$ cat config.mk
export PLATFORM = sky130hd
export DESIGN_NAME = ramped_stepper_pulse_generator_core
export DESIGN_NICKNAME = d
export VERILOG_FILES = /design/src/design/rspg_pkg.sv /design/src/design/ramped_stepper_pulse_generator_core.sv
export SDC_FILE = /design/constraint.sdc
export NUM_CORES = 1
export LEC_CHECK = 0
export BUFFER_PORTS_ARGS = -buffer_cell sky130_fd_sc_hd__buf_2
export CORE_MARGIN = 2
export CORE_UTILIZATION = 35
export DETAILED_ROUTE_END_ITERATION = 7
export HOLD_SLACK_MARGIN = 0.15
export MAX_ROUTING_LAYER = met4
export SETUP_SLACK_MARGIN = 0.05
export SLEW_MARGIN = 20
export SYNTH_ARGS = -nofsm -noshare
export SYNTH_HDL_FRONTEND = slang
export SYNTH_SLANG_ARGS = --single-unit
$ cat constraint.sdc
create_clock -name clk -period 10.6 [get_ports clk]
set_input_delay 1.06 -clock clk [delete_from_list [all_inputs] [get_ports clk]]
set_output_delay 1.06 -clock clk [all_outputs]
set_load 0.02 [all_outputs]
$ cat src/design/rspg_pkg.sv
// ----------------------------------------------------------------------------
// rspg_pkg
// Shared widths, register indexes and reset values for the ramped stepper
// pulse generator.
// ----------------------------------------------------------------------------
package rspg_pkg;

    localparam int MOTOR_COUNT  = 6;
    localparam int DISABLE_W    = 6;
    localparam int MOTOR_W      = 3;
    localparam int PERIOD_W     = 10;
    localparam int COUNT_W      = 10;
    localparam int TICK_W       = 16;
    localparam int CFG_INDEX_W  = 3;
    localparam int CFG_DATA_W   = 16;

    localparam logic [CFG_INDEX_W-1:0] REG_START_HALF_PERIOD    = 3'd0;
    localparam logic [CFG_INDEX_W-1:0] REG_MIN_HALF_PERIOD      = 3'd1;
    localparam logic [CFG_INDEX_W-1:0] REG_QUARTER_PULSES       = 3'd2;
    localparam logic [CFG_INDEX_W-1:0] REG_QUARTER_ACCEL_PULSES = 3'd3;
    localparam logic [CFG_INDEX_W-1:0] REG_HALF_PULSES          = 3'd4;
    localparam logic [CFG_INDEX_W-1:0] REG_HALF_ACCEL_PULSES    = 3'd5;
    localparam logic [CFG_INDEX_W-1:0] REG_SETTLE_TICKS         = 3'd6;

    localparam logic [PERIOD_W-1:0] RST_START_HALF_PERIOD    = 10'd400;
    localparam logic [PERIOD_W-1:0] RST_MIN_HALF_PERIOD      = 10'd300;
    localparam logic [COUNT_W-1:0]  RST_QUARTER_PULSES       = 10'd400;
    localparam logic [COUNT_W-1:0]  RST_QUARTER_ACCEL_PULSES = 10'd320;
    localparam logic [COUNT_W-1:0]  RST_HALF_PULSES          = 10'd800;
    localparam logic [COUNT_W-1:0]  RST_HALF_ACCEL_PULSES    = 10'd680;
    localparam logic [TICK_W-1:0]   RST_SETTLE_TICKS         = 16'd1000;

    localparam logic [DISABLE_W-1:0] ALL_DISABLED = {DISABLE_W{1'b1}};

    localparam logic CMD_TICK  = 1'b0;
    localparam logic CMD_START = 1'b1;

    function automatic logic [DISABLE_W-1:0] motor_bit(input logic [MOTOR_W-1:0] m);
        logic [DISABLE_W-1:0] b;
        b = '0;
        if ((int'(m) < MOTOR_COUNT) && (int'(m) < DISABLE_W))
        begin
            b[m[$clog2(DISABLE_W)-1:0]] = 1'b1;
        end
        return b;
    endfunction

endpackage

$ cat src/design/ramped_stepper_pulse_generator_core.sv
// ----------------------------------------------------------------------------
// ramped_stepper_pulse_generator_core
// Stepper move sequencer: settle, ramped step pulses on a shared line,
// final settle, then disable of the selected motor.
// ----------------------------------------------------------------------------
// One transaction in gives one transaction out. The move state advances at the
// edge that accepts an item and the result is held in an output register,
// visible on the next cycle. An item can be accepted in every cycle; in_ready
// drops only while the output register holds a result that out_ready has not
// yet taken. Configuration writes take effect at once, one register per cycle.
module ramped_stepper_pulse_generator_core
(
    input  logic                               clk,
    input  logic                               rst_n,

    input  logic                               cfg_write,
    input  logic [rspg_pkg::CFG_INDEX_W-1:0]   cfg_index,
    input  logic [rspg_pkg::CFG_DATA_W-1:0]    cfg_data,

    input  logic                               in_valid,
    output logic                               in_ready,
    input  logic                               cmd,
    input  logic [rspg_pkg::MOTOR_W-1:0]       motor,
    input  logic                               direction,
    input  logic                               double_turn,

    output logic                               out_valid,
    input  logic                               out_ready,
    output logic                               step_level,
    output logic                               dir_level,
    output logic [rspg_pkg::DISABLE_W-1:0]     disable_lines,
    output logic                               busy_res,
    output logic                               done_res,
    output logic                               rejected
);

    typedef enum logic [1:0]
    {
        PH_IDLE,
        PH_SETTLE_ON,
        PH_PULSING,
        PH_SETTLE_OFF
    } phase_t;

    logic [rspg_pkg::PERIOD_W-1:0]  start_half_period_reg;
    logic [rspg_pkg::PERIOD_W-1:0]  min_half_period_reg;
    logic [rspg_pkg::COUNT_W-1:0]   quarter_pulses_reg;
    logic [rspg_pkg::COUNT_W-1:0]   quarter_accel_pulses_reg;
    logic [rspg_pkg::COUNT_W-1:0]   half_pulses_reg;
    logic [rspg_pkg::COUNT_W-1:0]   half_accel_pulses_reg;
    logic [rspg_pkg::TICK_W-1:0]    settle_ticks_reg;

    phase_t                         phase_reg,        phase_next;
    logic [rspg_pkg::MOTOR_W-1:0]   motor_sel_reg,    motor_sel_next;
    logic                           dir_reg,          dir_next;
    logic [rspg_pkg::COUNT_W-1:0]   pulse_index_reg,  pulse_index_next;
    logic [rspg_pkg::COUNT_W-1:0]   pulse_total_reg,  pulse_total_next;
    logic [rspg_pkg::COUNT_W-1:0]   accel_limit_reg,  accel_limit_next;
    logic [rspg_pkg::PERIOD_W-1:0]  half_period_reg,  half_period_next;
    logic [rspg_pkg::TICK_W-1:0]    tick_count_reg,   tick_count_next;
    logic                           pulse_level_reg,  pulse_level_next;
    logic [rspg_pkg::DISABLE_W-1:0] disable_reg,      disable_next;
    logic                           done_next;
    logic                           rejected_next;

    logic                           out_valid_reg;
    logic                           step_level_reg;
    logic                           dir_level_reg;
    logic [rspg_pkg::DISABLE_W-1:0] disable_lines_reg;
    logic                           busy_res_reg;
    logic                           done_res_reg;
    logic                           rejected_reg;

    logic                           in_accept;
    logic [rspg_pkg::TICK_W-1:0]    tick_inc;
    logic [rspg_pkg::COUNT_W-1:0]   index_inc;

    assign in_ready  = !out_valid_reg || out_ready;
    assign in_accept = in_valid && in_ready;
    assign tick_inc  = tick_count_reg + rspg_pkg::TICK_W'(1);
    assign index_inc = pulse_index_reg + rspg_pkg::COUNT_W'(1);

    always_comb
    begin
        phase_next       = phase_reg;
        motor_sel_next   = motor_sel_reg;
        dir_next         = dir_reg;
        pulse_index_next = pulse_index_reg;
        pulse_total_next = pulse_total_reg;
        accel_limit_next = accel_limit_reg;
        half_period_next = half_period_reg;
        tick_count_next  = tick_count_reg;
        pulse_level_next = pulse_level_reg;
        disable_next     = disable_reg;
        done_next        = 1'b0;
        rejected_next    = 1'b0;

        if (cmd == rspg_pkg::CMD_START)
        begin
            if (phase_reg != PH_IDLE)
            begin
                rejected_next = 1'b1;
            end
            else
            begin
                motor_sel_next   = motor;
                dir_next         = direction;
                pulse_total_next = double_turn ? half_pulses_reg : quarter_pulses_reg;
                accel_limit_next = double_turn ? half_accel_pulses_reg
                                               : quarter_accel_pulses_reg;
                half_period_next = start_half_period_reg;
                pulse_index_next = '0;
                tick_count_next  = '0;
                pulse_level_next = 1'b0;
                disable_next     = disable_reg & ~rspg_pkg::motor_bit(motor);
                phase_next       = PH_SETTLE_ON;
            end
        end
        else
        begin
            unique case (phase_reg)
                PH_IDLE:
                begin
                end
                PH_SETTLE_ON:
                begin
                    tick_count_next = tick_inc;
                    if (tick_inc >= settle_ticks_reg)
                    begin
                        tick_count_next = '0;
                        if (pulse_total_reg == '0)
                        begin
                            phase_next = PH_SETTLE_OFF;
                        end
                        else
                        begin
                            phase_next       = PH_PULSING;
                            pulse_level_next = 1'b1;
                        end
                    end
                end
                PH_PULSING:
                begin
                    tick_count_next = tick_inc;
                    if (tick_inc >= rspg_pkg::TICK_W'(half_period_reg))
                    begin
                        tick_count_next = '0;
                        if (pulse_level_reg)
                        begin
                            pulse_level_next = 1'b0;
                        end
                        else
                        begin
                            if ((half_period_reg > min_half_period_reg) &&
                                (pulse_index_reg < accel_limit_reg))
                            begin
                                half_period_next = half_period_reg - rspg_pkg::PERIOD_W'(1);
                            end
                            else if ((half_period_reg < start_half_period_reg) &&
                                     (pulse_index_reg > accel_limit_reg))
                            begin
                                half_period_next = half_period_reg + rspg_pkg::PERIOD_W'(1);
                            end
                            pulse_index_next = index_inc;
                            if (index_inc >= pulse_total_reg)
                            begin
                                phase_next = PH_SETTLE_OFF;
                            end
                            else
                            begin
                                pulse_level_next = 1'b1;
                            end
                        end
                    end
                end
                PH_SETTLE_OFF:
                begin
                    tick_count_next = tick_inc;
                    if (tick_inc >= settle_ticks_reg)
                    begin
                        tick_count_next = '0;
                        disable_next    = disable_reg | rspg_pkg::motor_bit(motor_sel_reg);
                        phase_next      = PH_IDLE;
                        done_next       = 1'b1;
                    end
                end
                default:
                begin
                end
            endcase
        end
    end

    always_ff @(posedge clk or negedge rst_n)
    begin
        if (!rst_n)
        begin
            start_half_period_reg    <= rspg_pkg::RST_START_HALF_PERIOD;
            min_half_period_reg      <= rspg_pkg::RST_MIN_HALF_PERIOD;
            quarter_pulses_reg       <= rspg_pkg::RST_QUARTER_PULSES;
            quarter_accel_pulses_reg <= rspg_pkg::RST_QUARTER_ACCEL_PULSES;
            half_pulses_reg          <= rspg_pkg::RST_HALF_PULSES;
            half_accel_pulses_reg    <= rspg_pkg::RST_HALF_ACCEL_PULSES;
            settle_ticks_reg         <= rspg_pkg::RST_SETTLE_TICKS;
            phase_reg                <= PH_IDLE;
            motor_sel_reg            <= '0;
            dir_reg                  <= 1'b0;
            pulse_index_reg          <= '0;
            pulse_total_reg          <= '0;
            accel_limit_reg          <= '0;
            half_period_reg          <= '0;
            tick_count_reg           <= '0;
            pulse_level_reg          <= 1'b0;
            disable_reg              <= rspg_pkg::ALL_DISABLED;
            out_valid_reg            <= 1'b0;
            step_level_reg           <= 1'b0;
            dir_level_reg            <= 1'b0;
            disable_lines_reg        <= rspg_pkg::ALL_DISABLED;
            busy_res_reg             <= 1'b0;
            done_res_reg             <= 1'b0;
            rejected_reg             <= 1'b0;
        end
        else
        begin
            if (cfg_write)
            begin
                unique case (cfg_index)
                    rspg_pkg::REG_START_HALF_PERIOD:
                        start_half_period_reg <= cfg_data[rspg_pkg::PERIOD_W-1:0];
                    rspg_pkg::REG_MIN_HALF_PERIOD:
                        min_half_period_reg <= cfg_data[rspg_pkg::PERIOD_W-1:0];
                    rspg_pkg::REG_QUARTER_PULSES:
                        quarter_pulses_reg <= cfg_data[rspg_pkg::COUNT_W-1:0];
                    rspg_pkg::REG_QUARTER_ACCEL_PULSES:
                        quarter_accel_pulses_reg <= cfg_data[rspg_pkg::COUNT_W-1:0];
                    rspg_pkg::REG_HALF_PULSES:
                        half_pulses_reg <= cfg_data[rspg_pkg::COUNT_W-1:0];
                    rspg_pkg::REG_HALF_ACCEL_PULSES:
                        half_accel_pulses_reg <= cfg_data[rspg_pkg::COUNT_W-1:0];
                    rspg_pkg::REG_SETTLE_TICKS:
                        settle_ticks_reg <= cfg_data[rspg_pkg::TICK_W-1:0];
                    default:
                    begin
                    end
                endcase
            end

            if (in_accept)
            begin
                phase_reg         <= phase_next;
                motor_sel_reg     <= motor_sel_next;
                dir_reg           <= dir_next;
                pulse_index_reg   <= pulse_index_next;
                pulse_total_reg   <= pulse_total_next;
                accel_limit_reg   <= accel_limit_next;
                half_period_reg   <= half_period_next;
                tick_count_reg    <= tick_count_next;
                pulse_level_reg   <= pulse_level_next;
                disable_reg       <= disable_next;
                out_valid_reg     <= 1'b1;
                step_level_reg    <= pulse_level_next;
                dir_level_reg     <= dir_next;
                disable_lines_reg <= disable_next;
                busy_res_reg      <= (phase_next != PH_IDLE);
                done_res_reg      <= done_next;
                rejected_reg      <= rejected_next;
            end
            else if (out_ready)
            begin
                out_valid_reg <= 1'b0;
            end
        end
    end

    assign out_valid     = out_valid_reg;
    assign step_level    = step_level_reg;
    assign dir_level     = dir_level_reg;
    assign disable_lines = disable_lines_reg;
    assign busy_res      = busy_res_reg;
    assign done_res      = done_res_reg;
    assign rejected      = rejected_reg;

endmodule

# ---- After elaboration in Yosys (flattened, before gate mapping)
# Cells that the tools add are included.
dict set report word_totals {
  reg_bits 149
  inputBits 30
  output_inout_bits 13
}
dict set report classes {
  add_sub_neg 4
  n_lt_le_gt_ge 13
  eq_ne 14
  mux 60
  n_bitwise 4
  n_reduce_logical 33
}
# cell count
set op_table {}
lappend op_table {{$mux 10} 14}
lappend op_table {{$mux 6} 11}
lappend op_table {{$mux 16} 4}
lappend op_table {{$pmux 16 s2} 1}
lappend op_table {{$add 10x1->10 const B} 2}
lappend op_table {{$gt 10x10->1} 2}
lappend op_table {{$lt 10x10->1} 2}
lappend op_table {{$mux 1} 19}
lappend op_table {{$add 16x1->16 const B} 1}
lappend op_table {{$ge 16x10->1} 1}
lappend op_table {{$ge 16x16->1} 1}
lappend op_table {{$mux 2} 7}
lappend op_table {{$reduce_and 2->1} 7}
lappend op_table {{$reduce_bool 2->1} 7}
lappend op_table {{$reduce_and 6->1} 2}
lappend op_table {{$ge 10x10->1} 1}
lappend op_table {{$logic_not 10->1} 1}
lappend op_table {{$sub 10x1->10 const B} 1}
lappend op_table {{$eq 3x3->1 const B} 3}
lappend op_table {{$ne 3x3->1 const B} 3}
lappend op_table {{$reduce_bool 3->1} 3}
lappend op_table {{$lt 3x4->1 const B} 2}
lappend op_table {{$and 6x6->6} 1}
lappend op_table {{$demux 1 s3} 2}
lappend op_table {{other kinds (20)} 30}

# ---- Depth between registers and ports, before layout
dict set report depth {
  ltp_word 12
  depth_mapped 17
  mapped_depth_nobuf 17
}

# ---- Worst setup path before layout
# No wires, ideal clock.
dict set report synth_timing {
  path_type {reg2reg}
  start {reg pulse_index_reg[5] (netlist name)}
  end {reg half_period_reg[9] (netlist name)}
  t_arrival_ps 3720
  required_ps 10474
  path_slack_ps 6754
  stages_incl_launch_ff 16
  period_less_slack_ps 3846
  path_cell_list {dfrtp_1 > ha_1 > a2111oi_0 > o21ai_0 > a221o_1 > a311o_1 > inv_1 > ha_1 > a21o_1 > nand4_1 > nand3_1 > o41ai_1 > o21ai_0 > mux2i_1 > a31oi_1 > o2bb2a_1}
}
dict set report synth_via {
  elab_chain_len 7
  word_cells_on_any_way 11
}
# element line_no
set synth_lines {}
lappend synth_lines {{from (decl)} ramped_stepper_pulse_generator_core.sv:56} ;# logic [rspg_pkg::COUNT_W-1:0] pulse_index_reg, pulse_index_next;
lappend synth_lines {{from (signal assigned)} ramped_stepper_pulse_generator_core.sv:253} ;# pulse_index_reg <= pulse_index_next;
lappend synth_lines {{$lt 10x10->1} ramped_stepper_pulse_generator_core.sv:155} ;# (pulse_index_reg < accel_limit_reg))
lappend synth_lines {{$logic_and 1x1->1} ramped_stepper_pulse_generator_core.sv:154} ;# if ((half_period_reg > min_half_period_reg) &&
lappend synth_lines {{$mux 10} ramped_stepper_pulse_generator_core.sv:154}
lappend synth_lines {{$mux 10} ramped_stepper_pulse_generator_core.sv:148} ;# if (pulse_level_reg)
lappend synth_lines {{$mux 10} ramped_stepper_pulse_generator_core.sv:145} ;# if (tick_inc >= rspg_pkg::TICK_W'(half_period_reg))
lappend synth_lines {{$mux 10} ramped_stepper_pulse_generator_core.sv:121} ;# unique case (phase_reg)
lappend synth_lines {{$mux 10} ramped_stepper_pulse_generator_core.sv:98} ;# if (cmd == rspg_pkg::CMD_START)
lappend synth_lines {{to (signal assigned)} ramped_stepper_pulse_generator_core.sv:256} ;# half_period_reg <= half_period_next;
lappend synth_lines {{to (decl)} ramped_stepper_pulse_generator_core.sv:59} ;# logic [rspg_pkg::PERIOD_W-1:0] half_period_reg, half_period_next;
# Parallel ways exist; a longest one is shown, timed or not. The select of a mux whose other input is x is not followed.
# A chain may end at the register's enable or synchronous reset.

# ---- Worst setup path in the final report
dict set report layout_timing {
  start {reg min_half_period_reg[8] (netlist name)}
  end {reg half_period_reg[9] (netlist name)}
}
dict set report layout_via {
  elab_chain_len 7
  word_cells_on_any_way 9
}
# element line_no
set layout_lines {}
lappend layout_lines {{from (decl)} ramped_stepper_pulse_generator_core.sv:46} ;# logic [rspg_pkg::PERIOD_W-1:0] min_half_period_reg;
lappend layout_lines {{from (signal assigned)} ramped_stepper_pulse_generator_core.sv:199} ;# min_half_period_reg <= rspg_pkg::RST_MIN_HALF_PERIOD;
lappend layout_lines {{from (signal assigned)} ramped_stepper_pulse_generator_core.sv:231} ;# min_half_period_reg <= cfg_data[rspg_pkg::PERIOD_W-1:0];
lappend layout_lines {{$gt 10x10->1 *} ramped_stepper_pulse_generator_core.sv:154}
lappend layout_lines {{$logic_and 1x1->1 *} ramped_stepper_pulse_generator_core.sv:154}
lappend layout_lines {{$mux 10} ramped_stepper_pulse_generator_core.sv:154}
lappend layout_lines {{$mux 10} ramped_stepper_pulse_generator_core.sv:148}
lappend layout_lines {{$mux 10} ramped_stepper_pulse_generator_core.sv:145}
lappend layout_lines {{$mux 10} ramped_stepper_pulse_generator_core.sv:121}
lappend layout_lines {{$mux 10} ramped_stepper_pulse_generator_core.sv:98}
# Mark *: on every way between the ends. The rest lies on a longest branch, timed or not. The select of a mux whose other input is x is not followed.

==> impl_metrics.tcl <==
set metrics [dict create \
    synth_flop_cell "dfrtp_1" \
    whs_ps 468.0 \
    synthAdderAreaFrac 0.1101 \
    synth_compound_area_frac 0.1347 \
    synthSimpleGateAreaFrac 0.1193 \
    tns_ps 0 \
    rsz0062_at_grt "no" \
    post_cts_buffers 0 \
    synth-edff-count 0 \
    critPathKind "reg -> reg" \
    grt_pass1_vias 6136 \
    synthMuxAreaShare 0.1193 \
    fin_cells 1213 \
    syn_area_per_cell_sq_um 10.19 \
    synth_top_area_frac 0.3438 \
    async_reset_ff_frac 1.000 \
    final_area_sq_um 9697 \
    totalWireLength_mm 19.36 \
    finalWeightedCongestion 0.8423 \
    cts.clk_slew.worst_paths_ps 70 \
    layout_setup_ws_ps 6272 \
    hold-path-endpoint "dir_level$_DFFE_PN0P_" \
    area_growth_pct 12.89 \
    synth.distinct_cells 67 \
    synth_area_sq_um 8589 \
    portBuffers 42 \
    max_slew.worst_pin.slew_ps 927.7 \
    ys_warn_count 0 \
    start_kind "register" \
    hp-class "reg -> reg" \
    drt-wirelength-per-cell_um 15.96 \
    end_kind "register" \
    dr.pass1.iters 4 \
    power_leakage_nw 4.465 \
    worstHoldStart "dir_level$_DFFE_PN0P_" \
    status "complete, no violations" \
    max_freq_ghz 0.2311 \
    reg2reg_setup_slack_ps 6270 \
    cp_max_fo 9 \
    power_mw 1.913 \
    worst-r2r-cell-count 17 \
    antenna_found_initial 0 \
    rr_startpoint "min_half_period_reg[8]$_DFFE_PN1P_" \
    clk_latency_ps 420 \
    clockBufferDepth 2 \
    cts_tree "built" \
    grt_overflow 0 \
    cellPowerDensity_nw_per_um2 197.3 \
    setup_viol 0 \
    vias_per_cell 5.061 \
    finalHoldViolations 0 \
    arrival_ps 4630 \
    die-area_sq_um 25810 \
    n_fill_cell 2385 \
    post-route-period-util 0.4083 \
    grt_max_degree 81 \
    cts_resized 0 \
    synthXorXnorAreaFrac 0.02855 \
    nNetsFinal 981 \
    final_max_slew_viol_count 0 \
    track_usage 0.1628 \
    start_util 0.3553 \
    io_pins 43 \
    dp_slack_ps 6284 \
    syn_nets 948 \
    numClockSinks 149 \
    hold_depth 2 \
    slew_headroom 0.3788 \
    finalClockSkew_ps 8.689 \
    period_minus_slack_ps 4328 \
    cts-htree-levels 4 \
    vias 6139 \
    final_core_util 0.4011 \
    grt_pass1_wl_mm 32.45 \
    die_h_um 160.7 \
    insertedDiodeCount 0 \
    r2r_end "half_period_reg[9]$_DFFE_PN0P_" \
    postCtsHoldBufs 0 \
    worst_ep_required_time_ps 10910 \
    ys_ff_latch 149 \
    core_area_sq_um 24180 \
    drc 0 \
    ir_drop_mv 0.1134 \
    synth_cells 843 \
    ys_seq_area_frac 0.4386 \
    synth_top_family_by_area "compound AO/OA/AOI/OAI gates" \
    hpwl_mm 13.62 \
    drt-initial-drc-count 383 \
    dp.cells 1181 \
    rows 57 \
    place_area_sq_um 9105 \
    die_w_um 160.7 \
    final_antenna_net_count 0 \
    max_cap_viol_count 0 \
    cts_root_buffer "clkbuf_16" \
    ys_top_cells_by_area "dfrtp_1 34%, ha_1 11%, dfstp_2 9.5%" \
    yosysTopAreaCell "dfrtp_1" \
    final_layout_size_suffix_gt1_frac 0.2058 \
    numCtsBuffers 17 \
]
## worst max-delay path by stage
stage                                       startpoint                        endpoint  slack (ps)  cells after the start
floorplan               pulse_index_reg[5]$_DFFE_PN0P_  half_period_reg[9]$_DFFE_PN0P_        6750                     15
finish              min_half_period_reg[8]$_DFFE_PN1P_  half_period_reg[9]$_DFFE_PN0P_        6270                     17
global placement        pulse_index_reg[5]$_DFFE_PN0P_  half_period_reg[9]$_DFFE_PN0P_        6370                     15
global route            pulse_index_reg[5]$_DFFE_PN0P_  half_period_reg[9]$_DFFE_PN0P_        5930                     15
detailed placement      pulse_index_reg[5]$_DFFE_PN0P_  half_period_reg[9]$_DFFE_PN0P_        6280                     15
CTS                     pulse_index_reg[5]$_DFFE_PN0P_  half_period_reg[9]$_DFFE_PN0P_        6280                     15
## report_power, final
| part | internal (mW) | switching, mW | total [mW] |
|---|---|---|---|
| clock | 0.358 | 0.253 | 0.611 |
| combinational | 0.257 | 0.296 | 0.554 |
| sequential | 0.678 | 0.0711 | 0.749 |
| total | 1.29 | 0.621 | 1.91 |
## cell usage after synthesis (all sizes together), types with 7 or more instances
cell type and count:
dfrtp 118, nand2b 11, a21o 11, dfstp 31, nand3 20, clkbuf 24, nor2b 9, o21a 7
nand2 95, xor2 8, o21ai 74, a21oi 37, buf 10, nor2 27, a22o 10, inv 69
mux2 63, xnor2 20, nand4 11, mux2i 30, ha 74, nor3 14, a31oi 12
## kinds of logic after synthesis
kind of cell / Yosys count
simple gates: 212
compound gates: 182
mux: 93
flops: 149
fa+ha+maj: 75
xor+xnor: 28
buf+inv: 104
## cells in the final DEF (no fill, tap or decap), types with 7 or more instances in the layout
master       n
dfrtp_1    118
nand2_1     95
o21ai_0     74
ha_1        74
inv_1       69
mux2_2      59
buf_2       41
a21oi_1     36
dfstp_2     31
mux2i_1     30
nor2_1      27
nand3_1     20
xnor2_1     20
clkbuf_16   17
nor3_1      13
nand2b_1    11
a21o_1      11
a31oi_1     11
nand4_1     10
a22o_1      10
nor2b_1      9
xor2_1       8
o21a_1       7
## routing by layer
layer / track usage / vias to the layer above / part of all wire
met5: - / - / 0
met4: 0.04505 / 0 / 0.0079
met3: 0.02841 / 12 / 0.037
met2: 0.2404 / 92 / 0.45
met1: 0.2305 / 2987 / 0.50
li1: - / 3048 / -
## worst max-delay path, cell delays in order, from the launching register on
cell and delay, ps:
dfstp_2 510, inv_1 40, ha_1 280, nand4_1 120
nor3_1 340, o21ai_0 160, and4b_1 210, a311o_1 380
inv_1 260, ha_1 290, a21o_1 170, nand4_1 80
nand3_1 110, o41ai_1 430, o21ai_0 200, mux2i_1 220
a31oi_1 100, o2bb2a_1 300
## cell type report
cell class                      instances  area (sq um)  area share
Clock inverter                         12         145.1     0.01497
Tap cell                              324         405.4     0.04181
Inverter                               70         262.8     0.02710
Timing Repair Buffer                   48         261.5     0.02697
Sequential cell                       149          3767      0.3885
Multi-Input combinational cell        590          4408      0.4546
Clock buffer                           20         446.7     0.04606
Note: power is estimated with default switching activity, not from simulation.
